File: src/hw/rtl/csn1lh_pkg.sv
`default_nettype none
// ----------------------------------------------------------------------------
// CSN.1 L/H bit writer package
// Shared item types, operation and symbol codes, and controller/datapath
// command and status bundles.
// ----------------------------------------------------------------------------
package csn1lh_pkg;

  localparam int MAX_BYTES_DEF = 64;
  localparam int BYTE_W        = 8;
  localparam int CUR_W         = 10;
  localparam int LEN_W         = 7;
  localparam int CFG_AW        = 3;

  localparam logic [7:0]       PAD_PATTERN    = 8'h2b;
  localparam logic [LEN_W-1:0] BUFFER_LEN_RST = 7'd64;

  // Configuration register index (paddr[2]).
  localparam logic REG_BUFFER_LEN = 1'b0;

  localparam logic [2:0] OP_PUT_SYMS  = 3'd0;
  localparam logic [2:0] OP_PUT_VALUE = 3'd1;
  localparam logic [2:0] OP_PUT_AT    = 3'd2;
  localparam logic [2:0] OP_PAD       = 3'd3;
  localparam logic [2:0] OP_READ      = 3'd4;

  localparam logic [1:0] SYM_ZERO = 2'd0;
  localparam logic [1:0] SYM_ONE  = 2'd1;
  localparam logic [1:0] SYM_L    = 2'd2;
  localparam logic [1:0] SYM_H    = 2'd3;

  localparam logic STATUS_OK    = 1'b0;
  localparam logic STATUS_RANGE = 1'b1;

  typedef struct packed {
    logic [2:0]  operation;
    logic [31:0] symbols;
    logic [31:0] value;
    logic [5:0]  bit_count;
    logic [8:0]  bit_position;
    logic [5:0]  byte_index;
  } item_in_t;

  typedef struct packed {
    logic             status;
    logic [CUR_W-1:0] cursor;
    logic [7:0]       read_data;
  } item_out_t;

  typedef struct packed {
    logic load;
    logic prep;
    logic bound;
    logic modify;
    logic clear;
    logic finish;
  } dp_cmd_t;

  typedef struct packed {
    logic is_read;
    logic any;
    logic last_byte;
    logic clear_last;
  } dp_stat_t;

endpackage
`default_nettype wire

File: src/hw/rtl/csn1_lh_bit_writer.sv
`default_nettype none
// Flow: an accepted item passes through PREP, BOUND and READ, then FINISH; done is registered
// from FINISH. Each store byte touched by a run takes a READ and a MODIFY state; reads,
// unused codes and empty runs go from READ straight to FINISH. No new item is taken while
// busy; the next item can be taken in the done cycle, when busy is already low.
// Bytes touched: at most 5 for symbol and value writes, 1 for positional, up to 64 for pad.
// Reset: after rst the store is cleared one byte per cycle, all MAX_BYTES bytes, with busy high.
// ----------------------------------------------------------------------------
// CSN.1 L/H bit writer
// Packs ZERO/ONE/L/H symbols MSB-first into a byte store at a bit cursor,
// with padding, positional writes and byte reads. APB-style length register.
// ----------------------------------------------------------------------------
module csn1_lh_bit_writer #(
  parameter int MAX_BYTES = csn1lh_pkg::MAX_BYTES_DEF
) (
  input  logic                              clk,
  input  logic                              rst,
  input  logic                              start,
  output logic                              busy,
  input  csn1lh_pkg::item_in_t              item,
  output logic                              done,
  output csn1lh_pkg::item_out_t             result,
  input  logic                              psel,
  input  logic                              penable,
  input  logic                              pwrite,
  input  logic [csn1lh_pkg::CFG_AW-1:0]     paddr,
  input  logic [31:0]                       pwdata,
  output logic [31:0]                       prdata,
  output logic                              pready
);
  import csn1lh_pkg::*;

  logic [LEN_W-1:0] buffer_len;
  dp_cmd_t          cmd;
  dp_stat_t         stat;

  assign pready = 1'b1;

  always_ff @(posedge clk) begin
    if (rst) begin
      buffer_len <= BUFFER_LEN_RST;
    end else if (psel && penable && pwrite && pready && (paddr[2] == REG_BUFFER_LEN)) begin
      buffer_len <= pwdata[LEN_W-1:0];
    end
  end

  assign prdata = (paddr[2] == REG_BUFFER_LEN) ? {25'b0, buffer_len} : 32'h0;

  csn1lh_ctrl u_ctrl (
    .clk   (clk),
    .rst   (rst),
    .start (start),
    .stat  (stat),
    .busy  (busy),
    .done  (done),
    .cmd   (cmd)
  );

  csn1lh_dp #(
    .MAX_BYTES (MAX_BYTES)
  ) u_dp (
    .clk        (clk),
    .rst        (rst),
    .item       (item),
    .buffer_len (buffer_len),
    .cmd        (cmd),
    .stat       (stat),
    .result     (result)
  );

`ifndef SYNTHESIS
  a_done_when_idle: assert property (@(posedge clk) disable iff (rst) done |-> !busy)
    else $error("result strobe while the block is busy");

  a_accept_busy: assert property (@(posedge clk) disable iff (rst)
    (start && !busy) |=> (busy && !done))
    else $error("accepted item did not make the block busy");

  a_done_single: assert property (@(posedge clk) disable iff (rst) done |=> !done)
    else $error("result strobe longer than one cycle");
`endif

endmodule
`default_nettype wire

File: src/hw/rtl/csn1lh_ram.sv
`default_nettype none
// ----------------------------------------------------------------------------
// Generic RAM
// One write port and one read port with registered read data.
// ----------------------------------------------------------------------------
module csn1lh_ram #(
  parameter int WIDTH = csn1lh_pkg::BYTE_W,
  parameter int DEPTH = csn1lh_pkg::MAX_BYTES_DEF,
  localparam int AW   = (DEPTH > 1) ? $clog2(DEPTH) : 1
) (
  input  logic             clk,
  input  logic             we,
  input  logic [AW-1:0]    waddr,
  input  logic [WIDTH-1:0] wdata,
  input  logic [AW-1:0]    raddr,
  output logic [WIDTH-1:0] rdata
);

  logic [WIDTH-1:0] mem [DEPTH];

  always_ff @(posedge clk) begin
    if (we) begin
      mem[waddr] <= wdata;
    end
    rdata <= mem[raddr];
  end

endmodule
`default_nettype wire

File: src/hw/rtl/csn1lh_ctrl.sv
`default_nettype none
// ----------------------------------------------------------------------------
// CSN.1 L/H bit writer controller
// Sequences the clearing pass, run setup and the per-byte read-modify-write.
// ----------------------------------------------------------------------------
module csn1lh_ctrl (
  input  logic                 clk,
  input  logic                 rst,
  input  logic                 start,
  input  csn1lh_pkg::dp_stat_t stat,
  output logic                 busy,
  output logic                 done,
  output csn1lh_pkg::dp_cmd_t  cmd
);
  import csn1lh_pkg::*;

  typedef enum logic [6:0] {
    S_IDLE   = 7'b0000001,
    S_CLEAR  = 7'b0000010,
    S_PREP   = 7'b0000100,
    S_BOUND  = 7'b0001000,
    S_READ   = 7'b0010000,
    S_MODIFY = 7'b0100000,
    S_FINISH = 7'b1000000
  } state_t;

  state_t state, state_next;

  always_ff @(posedge clk) begin
    if (rst) begin
      state <= S_CLEAR;
      done  <= 1'b0;
    end else begin
      state <= state_next;
      done  <= (state == S_FINISH);
    end
  end

  always_comb begin
    state_next = state;
    cmd        = '0;
    unique case (state)
      S_IDLE: begin
        if (start) begin
          cmd.load   = 1'b1;
          state_next = S_PREP;
        end
      end
      S_CLEAR: begin
        cmd.clear = 1'b1;
        if (stat.clear_last) begin
          state_next = S_IDLE;
        end
      end
      S_PREP: begin
        cmd.prep   = 1'b1;
        state_next = S_BOUND;
      end
      S_BOUND: begin
        cmd.bound  = 1'b1;
        state_next = S_READ;
      end
      S_READ: begin
        // The byte under the run is being read; a read item only needs this.
        priority if (stat.is_read) begin
          state_next = S_FINISH;
        end else if (stat.any) begin
          state_next = S_MODIFY;
        end else begin
          state_next = S_FINISH;
        end
      end
      S_MODIFY: begin
        cmd.modify = 1'b1;
        state_next = stat.last_byte ? S_FINISH : S_READ;
      end
      S_FINISH: begin
        cmd.finish = 1'b1;
        state_next = S_IDLE;
      end
      default: begin
        state_next = S_IDLE;
      end
    endcase
  end

  assign busy = (state != S_IDLE);

endmodule
`default_nettype wire

File: src/hw/rtl/csn1lh_dp.sv
`default_nettype none
// ----------------------------------------------------------------------------
// CSN.1 L/H bit writer datapath
// Bit cursor, run bounds, symbol source and the byte store with its
// read-modify-write merge.
// ----------------------------------------------------------------------------
module csn1lh_dp #(
  parameter int MAX_BYTES = csn1lh_pkg::MAX_BYTES_DEF
) (
  input  logic                              clk,
  input  logic                              rst,
  input  csn1lh_pkg::item_in_t              item,
  input  logic [csn1lh_pkg::LEN_W-1:0]      buffer_len,
  input  csn1lh_pkg::dp_cmd_t               cmd,
  output csn1lh_pkg::dp_stat_t              stat,
  output csn1lh_pkg::item_out_t             result
);
  import csn1lh_pkg::*;

  localparam int AW = (MAX_BYTES > 1) ? $clog2(MAX_BYTES) : 1;
  localparam logic [12:0] MAX_B = 13'(MAX_BYTES);

  function automatic logic sym_bit(input logic [1:0] sym, input logic [2:0] k);
    logic pb;
    pb = PAD_PATTERN[3'd7 - k];
    unique case (sym)
      SYM_ZERO: sym_bit = 1'b0;
      SYM_ONE:  sym_bit = 1'b1;
      SYM_L:    sym_bit = pb;
      SYM_H:    sym_bit = ~pb;
    endcase
  endfunction

  // Captured item and architectural cursor.
  item_in_t         in_r;
  logic [CUR_W-1:0] cursor;

  // Run setup.
  logic [CUR_W-1:0] n_r, start_r, lim_r, end_r, new_cur;
  logic [CUR_W:0]   sum_r;
  logic [63:0]      symvec_r;
  logic             pad_r, fail_r, any_r;
  logic [LEN_W-1:0] byte_addr;
  logic [AW-1:0]    clr_addr;

  logic [CUR_W-1:0] n_c, start_c, pos_e, pos_p1, lim_c;
  logic [LEN_W-1:0] usable;
  logic [31:0]      shv;
  logic [63:0]      symvec_c;

  logic [CUR_W-1:0] clip, end_c, end_m1;
  logic             fail_c, moves;

  logic [CUR_W-1:0] bp [8];
  logic [4:0]       bj [8];
  logic [1:0]       bs [8];
  logic [7:0]       new_byte;
  logic [7:0]       rdata;
  logic             idx_ok;

  logic             ram_we;
  logic [AW-1:0]    ram_waddr;
  logic [7:0]       ram_wdata;

  // ---------------- setup: run length, start and symbol source ----------------
  assign pos_e  = {1'b0, in_r.bit_position};
  assign pos_p1 = pos_e + 10'd1;
  assign usable = ({6'b0, buffer_len} < MAX_B) ? buffer_len : LEN_W'(MAX_BYTES);
  assign lim_c  = {usable, 3'b000};

  always_comb begin
    start_c = cursor;
    unique case (in_r.operation)
      OP_PUT_SYMS:  n_c = (in_r.bit_count > 6'd16) ? 10'd16 : {4'b0, in_r.bit_count};
      OP_PUT_VALUE: n_c = (in_r.bit_count > 6'd32) ? 10'd32 : {4'b0, in_r.bit_count};
      OP_PUT_AT: begin
        n_c     = 10'd1;
        start_c = pos_e;
      end
      // Pad through bit_position; a position behind the cursor is a no-op.
      OP_PAD:       n_c = (pos_p1 > cursor) ? pos_p1 - cursor : 10'd0;
      default:      n_c = 10'd0;
    endcase
  end

  // Value bits go MSB-first: left-align the count, then stream bit j is bit 31-j.
  assign shv = in_r.value << (6'd32 - n_c[5:0]);

  always_comb begin
    if (in_r.operation == OP_PUT_VALUE) begin
      for (int j = 0; j < 32; j++) begin
        symvec_c[2*j +: 2] = {1'b0, shv[31-j]};
      end
    end else begin
      symvec_c = {32'b0, in_r.symbols};
    end
  end

  // ---------------- bounds: where the run actually stops ----------------
  assign clip   = (sum_r > {1'b0, lim_r}) ? lim_r : sum_r[CUR_W-1:0];
  assign end_c  = (clip > start_r) ? clip : start_r;
  assign fail_c = (sum_r > {1'b0, lim_r}) && (n_r != 10'd0) &&
                  ((in_r.operation == OP_PUT_SYMS) || (in_r.operation == OP_PUT_VALUE) ||
                   (in_r.operation == OP_PUT_AT));
  assign moves  = (in_r.operation == OP_PUT_SYMS) || (in_r.operation == OP_PUT_VALUE) ||
                  (in_r.operation == OP_PAD);

  // ---------------- byte merge ----------------
  always_comb begin
    for (int k = 0; k < 8; k++) begin
      bp[k] = {byte_addr, 3'(k)};
      bj[k] = 5'(bp[k] - start_r);
      bs[k] = pad_r ? SYM_L : symvec_r[{bj[k], 1'b0} +: 2];
      new_byte[7-k] = ((bp[k] >= start_r) && (bp[k] < end_r)) ?
                      sym_bit(bs[k], 3'(k)) : rdata[7-k];
    end
  end

  assign end_m1 = end_r - 10'd1;
  assign idx_ok = ({7'b0, in_r.byte_index} < MAX_B);

  // ---------------- registers ----------------
  always_ff @(posedge clk) begin
    if (rst) begin
      cursor   <= '0;
      clr_addr <= '0;
    end else begin
      if (cmd.clear) begin
        clr_addr <= clr_addr + AW'(1);
      end
      if (cmd.finish) begin
        cursor <= new_cur;
      end
    end
  end

  always_ff @(posedge clk) begin
    if (cmd.load) begin
      in_r <= item;
    end
    if (cmd.prep) begin
      n_r      <= n_c;
      start_r  <= start_c;
      sum_r    <= {1'b0, start_c} + {1'b0, n_c};
      lim_r    <= lim_c;
      symvec_r <= symvec_c;
      pad_r    <= (in_r.operation == OP_PAD);
    end
    if (cmd.bound) begin
      end_r     <= end_c;
      fail_r    <= fail_c;
      any_r     <= (end_c > start_r);
      new_cur   <= moves ? end_c : cursor;
      byte_addr <= (in_r.operation == OP_READ) ? {1'b0, in_r.byte_index}
                                               : start_r[CUR_W-1:3];
    end else if (cmd.modify) begin
      byte_addr <= byte_addr + 7'd1;
    end
    if (cmd.finish) begin
      result.status    <= fail_r ? STATUS_RANGE : STATUS_OK;
      result.cursor    <= new_cur;
      result.read_data <= ((in_r.operation == OP_READ) && idx_ok) ? rdata : 8'h00;
    end
  end

  // ---------------- byte store ----------------
  assign ram_we    = cmd.modify | cmd.clear;
  assign ram_waddr = cmd.clear ? clr_addr : AW'(byte_addr);
  assign ram_wdata = cmd.clear ? 8'h00 : new_byte;

  csn1lh_ram #(
    .WIDTH (BYTE_W),
    .DEPTH (MAX_BYTES)
  ) u_store (
    .clk   (clk),
    .we    (ram_we),
    .waddr (ram_waddr),
    .wdata (ram_wdata),
    .raddr (AW'(byte_addr)),
    .rdata (rdata)
  );

  assign stat.is_read    = (in_r.operation == OP_READ);
  assign stat.any        = any_r;
  assign stat.last_byte  = (byte_addr == end_m1[CUR_W-1:3]);
  assign stat.clear_last = (clr_addr == AW'(MAX_BYTES - 1));

endmodule
`default_nettype wire
File: config.mk
export PLATFORM = sky130hd
export DESIGN_NAME = csn1_lh_bit_writer
export DESIGN_NICKNAME = d
export VERILOG_FILES = /design/src/hw/rtl/csn1lh_pkg.sv /design/src/hw/rtl/csn1_lh_bit_writer.sv /design/src/hw/rtl/csn1lh_ram.sv /design/src/hw/rtl/csn1lh_ctrl.sv /design/src/hw/rtl/csn1lh_dp.sv
export SDC_FILE = /design/constraint.sdc
export NUM_CORES = 1
export LEC_CHECK = 0
export BUFFER_PORTS_ARGS = -buffer_cell sky130_fd_sc_hd__buf_4
export CAP_MARGIN = 20
export CORE_UTILIZATION = 58
export CTS_BUF_LIST = sky130_fd_sc_hd__clkbuf_2
export DETAILED_ROUTE_END_ITERATION = 16
export PLACE_DENSITY = 0.82
export SLEW_MARGIN = 20
export SYNTH_ARGS = -nofsm -noshare
export SYNTH_HDL_FRONTEND = slang
export SYNTH_SLANG_ARGS = --single-unit
File: constraint.sdc
create_clock -name clk -period 5.6 [get_ports clk]
set_input_delay 1.12 -clock clk [delete_from_list [all_inputs] [get_ports clk]]
set_output_delay 1.12 -clock clk [all_outputs]
set_load 0.05 [all_outputs]
# ---- Word-level counts from Yosys, hierarchy flattened
# Memories as Yosys holds them, arrays and structs flattened. A register that Yosys moved wholly into a read port is not among the register bits.
# Index checks and enable logic that the tools add are counted.
dict set report classes {
  multipliers 0
  n_eq_ne 40
  mux 55
  magnitude_cmp 23
  shifts 9
  bitwise_logic 2
  div 0
  n_addsub 15
  n_reduce_logical 44
}
# cell count
set op_table {}
lappend op_table {{$shiftx 64x7->2} 8}
lappend op_table {{$ge 10x10->1} 8}
lappend op_table {{$lt 10x10->1} 8}
lappend op_table {{$mux 7} 9}
lappend op_table {{$mux 10} 5}
lappend op_table {{$pmux 7 s6} 1}
lappend op_table {{$pmux 10 s4} 1}
lappend op_table {{$sub 5x5->5} 8}
lappend op_table {{$eq 2x2->1 const B} 16}
lappend op_table {{$reduce_or 2->1} 16}
lappend op_table {{$shl 32x6->32} 1}
lappend op_table {{$mux 31} 1}
lappend op_table {{$gt 10x10->1} 3}
lappend op_table {{$mux 1} 18}
lappend op_table {{$mux 6} 3}
lappend op_table {{$eq 2x1->1 const B} 8}
lappend op_table {{$logic_not 2->1} 8}
lappend op_table {{$mux 2} 8}
lappend op_table {{$pmux 1 s2} 8}
lappend op_table {{$logic_and 1x1->1} 13}
lappend op_table {{$add 10x10->11} 1}
lappend op_table {{$gt 11x10->1} 1}
lappend op_table {{$add 9x1->10 const B} 1}
lappend op_table {{$reduce_bool 10->1} 1}
lappend op_table {{29 further kinds} 33}
dict set report word_totals {
  mem_count 1
  ram_bits 512
  mem_bits_ro 0
  in_bits 129
  register_bits 270
  latchBits 0
}
# memory words word_bits read_ports rd_ports_with_merged_regs wr line
set mem_list {}
lappend mem_list {u_dp.u_store.mem 64 8 1 1 1 csn1lh_ram.sv:19} ;# logic [WIDTH-1:0] mem [DEPTH];

# ---- Longest topological paths before layout
dict set report logic_depth {
  ltp_word 8
  mapped_depth 33
  ltp_nobuf 31
}

# ---- Modules after synthesis
# From an unflattened synthesis, not the netlist that was laid out.
dict set report hier_totals {
  hier_cells 2269
  hier_area_um2 36047.1
}
# mod n_inst area_each_um2 cells_per_inst
set modules_own_cells {}
lappend modules_own_cells {csn1lh_ram 1 20166.8 940}
lappend modules_own_cells {csn1lh_dp 1 14858.0 1217}
lappend modules_own_cells {csn1_lh_bit_writer 1 581.8 66}
lappend modules_own_cells {csn1lh_ctrl 1 440.4 46}

# ---- Worst setup path before layout
# No wires, ideal clock.
dict set report synth_path {
  path_type {flip-flop to flip-flop}
  start {register u_dp.sum_r[4]}
  end {register u_dp.any_r, data pin}
  required_time_ps 5339
  slack_ps -442
  arrival_time_ps 5781
  synth_period_minus_slack_ps 6042
  setup_ps 261
  path_stages_with_launch 32
  cell_sequence {edfxtp_1 > ha_1 > nor2b_1 > o21a_1 > o21a_1 > o21a_1 > o21a_1 > o21a_1 > or2_2 > clkbuf_1 > a21oi_1 > and2_1 > ha_1 > nor2b_1 > o21a_1 > o21a_1 > o21a_1 > o21a_1 > o21bai_1 > a21oi_1 > clkbuf_1 > a31o_2 > ha_1 > nor2b_1 > o21a_1 > o21a_1 > o21a_1 > o21a_1 > o21a_1 > o21bai_1 > a21boi_0 > o32a_1}
}
dict set report synth_via {
  elab_chain_len 5
}
# element line
set synth_lines {}
lappend synth_lines {{start, declared} csn1lh_dp.sv:40} ;# logic [CUR_W:0] sum_r;
lappend synth_lines {{start signal, assigned} csn1lh_dp.sv:144} ;# sum_r <= {1'b0, start_c} + {1'b0, n_c};
lappend synth_lines {{$gt 11x10->1} csn1lh_dp.sv:100} ;# assign clip = (sum_r > {1'b0, lim_r}) ? lim_r : sum_r[CUR_W-1:0];
lappend synth_lines {{$mux 10 *} csn1lh_dp.sv:100}
lappend synth_lines {{$gt 10x10->1} csn1lh_dp.sv:101} ;# assign end_c = (clip > start_r) ? clip : start_r;
lappend synth_lines {{$mux 10 *} csn1lh_dp.sv:101}
lappend synth_lines {{net u_dp.end_c[1]} csn1lh_dp.sv:51} ;# logic [CUR_W-1:0] clip, end_c, end_m1;
lappend synth_lines {{$gt 10x10->1 *} csn1lh_dp.sv:152} ;# any_r <= (end_c > start_r);
lappend synth_lines {{end signal, assigned} csn1lh_dp.sv:152}
lappend synth_lines {{end, declared} csn1lh_dp.sv:42} ;# logic pad_r, fail_r, any_r;
# The timed path passes the listed nets; every way through them passes the cells marked *.
# A chain may end at the register's enable or synchronous reset.

# ---- Worst setup path after layout
dict set report layout_path {
  start {register u_dp.sum_r[4]}
  end {register u_dp.any_r, data pin}
}
dict set report layout_via {
  elab_chain_len 5
}
# element line
set layout_lines {}
lappend layout_lines {{$gt 11x10->1} csn1lh_dp.sv:100}
lappend layout_lines {{$mux 10 *} csn1lh_dp.sv:100}
lappend layout_lines {{$gt 10x10->1} csn1lh_dp.sv:101}
lappend layout_lines {{$mux 10 *} csn1lh_dp.sv:101}
lappend layout_lines {{$gt 10x10->1 *} csn1lh_dp.sv:152}
# Every way passes the cells marked *; elsewhere a longest branch is shown, timed or not.

==> results.yml <==
pwr:
  pwr-share-seq_pct: 59.9
  leakagePower_nw: 14.3
  power_switching_share_pct: 25.3
  cell_internal_pwr_mw: 8.10
  vdd_drop_max_mv: 0.199
  power.density_nw_per_um2: 265
  clock_power_share_pct: 34.2
  pwr-share-comb_pct: 5.8
  power.net_switching_mw: 2.75
timing:
  post_route_clock_period_utilization_pct: 102
  clock.fmax_ghz: 0.176
  setup_repair_after_global_routing_missed_its_margin: "yes"
  worst-slew-pin-transition_ns: 1.13
  timing.slew.headroom_pct: 24.6
  postLayoutSetupSlackWorst_ns: -0.0905
  final_period_minus_worst_setup_slack_ns: 5.69
  clock_skew_ns: 0.0995
  drv_slew: 0
  timing.final.hold_violations: 0
  finish_stage_setup_viols: 1
  fin_tns_setup_ns: -0.0905
final_layout:
  final_common_cell: "sky130_fd_sc_hd__edfxtp_1"
  seqCellArea_um2: 22900
  finish.net_count: 2773
  syn_to_final_growth_pct: 13.5
  final_cell_mix: "sky130_fd_sc_hd__edfxtp_1, sky130_fd_sc_hd__clkbuf_2, sky130_fd_sc_hd__mux4_2"
  layout.filler_cells: 4129
  drive_above_1_share_pct: 30.5
  area_taken_by_multi_input_logic_gates_um2: 12600
  post-route-util_pct: 66.4
routing:
  via_density_per_instance: 6.16
  remaining_drcs: 0
  total_number_of_vias: 21879
  final_antenna_net_count: 0
  finalWirelength_um: 86300
  dr.first_iter.drc_count: 2489
  wl_per_cell_um: 24.3
  drt_first_pass_iters: 7
setup_path:
  reg2reg_from: "u_dp.sum_r[4]"
  critPathMaxStageDelay_ns: 0.41
  critical_path.startpoint: "u_dp.sum_r[4]"
  timing.critical_path.mode_cell: "sky130_fd_sc_hd__o21a_1"
  critical-path-slowest-cell: "sky130_fd_sc_hd__edfxtp_1"
  critPathRequiredTime_ns: 6.72
  timing.critical_path.buf_inv: 2
  timing.critical_path.arrival_ns: 6.81
  end_kind: "flip-flop"
  path_class: "flip-flop to flip-flop"
  crit_path_max_fanout: 4
  setup.worst_path.start_class: "flip-flop"
  path_delay_family: "compound AO/OA/AOI/OAI gates"
clocking:
  cts.htree.levels: 4
  clk_transition_reported_paths_ns: 0.12
  insertion_delay_ns: 1.40
  cts_root_buffer: "sky130_fd_sc_hd__clkbuf_2"
  cts_made_buffers: 184
  numClockSinks: 774
  cts_tree: "built"
  cts-root-to-sink-buffers: 3
floorplan:
  floorplan.die.height_um: 251
  initial_standard_cell_utilization_of_the_core_pct: 58.5
  ioPinCount: 183
  fp-row-count: 91
  coreArea_um2: 61600
  die_w_um: 251
  floorplan.die_area_um2: 63200
outcome:
  failed_checks: "setup timing"
  status: "finished with violations"
global_routing:
  global_route_wire_length_before_repair_um: 131000
  grt_antenna_before_repair: 2
  groute.layer.met2.usage_pct: 43.7
  grt_use_met3_pct: 6.45
  most_utilized_layer_in_the_global_route_result: "met2"
  grt_start_max_net_pins: 83
  gr-usage-met1_pct: 38.1
  via_count_of_the_first_global_routing_pass: 22163
  grt-ovfl-total: 0
  grt_usage_pct: 27.8
synth:
  primary_flip_flop_cell_chosen_by_synthesis_mapping: "sky130_fd_sc_hd__edfxtp_1"
  synth_edf_count: 735
  post_synth.cell_area_avg_um2: 16.5
  synth_cell_types: 87
  postSynthRegisterBits: 774
  netlist_instances: 2192
  synth_top_cell_by_area: "sky130_fd_sc_hd__edfxtp_1"
  async_reset_ff_share_pct: 0
  post_synthesis_sequential_area_ratio_pct: 63.4
  netlist_top_cells_area: "sky130_fd_sc_hd__edfxtp_1, sky130_fd_sc_hd__mux4_2, sky130_fd_sc_hd__ha_1, sky130_fd_sc_hd__dfxtp_1, sky130_fd_sc_hd__nor2_1"
  yosysWarningCount: 0
  yosys.area.top_type_share_pct: 61.2
  post_synth_instance_area_um2: 36100
min_path:
  hp-start: "rst"
  hold_path.class: "input port to flip-flop"
flow_run:
  maxcap_viol_count: 0
placement:
  hpwl_um: 56500
  globalplace.congestion: 0.918
  port_buffers: 129
==> sequential cells by signal, indices dropped and copies added (netlist names), 10 cells and up <==
signal and count:
u_dp.new_cur 10, u_dp.end_r 10, u_dp.cursor 10, u_dp.u_store.mem 512
u_dp.result 19, u_dp.n_r 10, u_dp.in_r 88, u_dp.symvec_r 48
u_dp.sum_r 11, u_dp.start_r 10
==> through the flow <==
step                worst slack, ns  std cells  total power [mW]  cell area (µm²)  hold WS [ns]
CTS                         -0.0950       3545              10.9            40800      0.000737
finish                      -0.0905       3550              10.9            40900        0.0953
global placement            -0.0831       3110              7.16            38100         0.413
global route                 -0.376       3550              11.3            40900        0.0330
floorplan                    -0.181       2216              6.97            36200         0.400
detailed placement           -0.211       3110              7.20            38100         0.439
==> Yosys cell counts (28+ instances only) <==
cell type                  count
sky130_fd_sc_hd__nand2_1     115
sky130_fd_sc_hd__mux4_2      257
sky130_fd_sc_hd__o21ai_0      36
sky130_fd_sc_hd__edfxtp_1    735
sky130_fd_sc_hd__a21oi_1      77
sky130_fd_sc_hd__nor2_1      149
sky130_fd_sc_hd__buf_4        29
sky130_fd_sc_hd__dfxtp_1      39
sky130_fd_sc_hd__ha_1         78
sky130_fd_sc_hd__nand3_1      35
sky130_fd_sc_hd__mux2i_1      48
sky130_fd_sc_hd__nand2b_1     28
sky130_fd_sc_hd__clkbuf_1     63
sky130_fd_sc_hd__xnor2_1      41
sky130_fd_sc_hd__inv_1        65
==> power by group through the flow <==
| stage | logic (mW) | registers (mW) | clock network [mW] |
|---|---|---|---|
| 6_report | 0.631 | 6.51 | 3.72 |
| 5_1_grt | 0.663 | 6.51 | 4.08 |
| 4_1_cts | 0.617 | 6.51 | 3.76 |
| 3_5_place_dp | 0.560 | 6.64 | 0 |
| 3_3_place_gp | 0.532 | 6.63 | 0 |
| 2_1_floorplan | 0.336 | 6.63 | 0 |
==> metal layers <==
metal | routed length (µm) | share of wire, % | vias to the layer above
met5 | 13 | 0.015 | -
met4 | 2770 | 3.2 | 2
met3 | 7840 | 9.1 | 195
li1 | - | - | 9515
met2 | 42000 | 49 | 1236
met1 | 33700 | 39 | 10931
==> what timing repair did <==
action,4_1_cts,5_1_grt
resized for setup,7,9
buffers inserted,5,3
endpoints found under the setup margin,1,2
pin swaps,12,10
hold endpoints to repair,97,0
hold buffers,96,0
==> logic make-up (layout without fill, tap and decap cells) <==
kind of cell    count (synthesis)  count (layout)  synth area share [%]
fa+ha+maj                      81              81                  2.87
mux                           322             322                  17.9
buf+inv                       203             698                  2.62
simple gates                  487             487                  6.75
compound gates                259             259                  4.88
xor+xnor                       64              64                  1.58
flops                         774             774                  63.4
other cells                     2              28                0.0208
==> worst paths after layout <==
kind / slack [ns] / endpoint / depth (start not counted)
worst max register to register: -0.09 / u_dp.any_r / 31
worst min-delay path: 0.1 / u_dp.clr_addr[5] / 2
worst min register to register: 0.46 / u_dp.result[15] / 0
worst max-delay path: -0.09 / u_dp.any_r / 31
==> area by class of cell <==
cell class,count,area share [%]
multi-input cells,1239,30.7
clock buffers,261,3.19
repair buffers,296,6.08
diodes,2,0.0122
flip-flops and latches,774,55.8
well taps,837,2.56
clock inverters,73,1.01
inverters,68,0.633
Note: power is estimated with default switching activity, not from simulation.
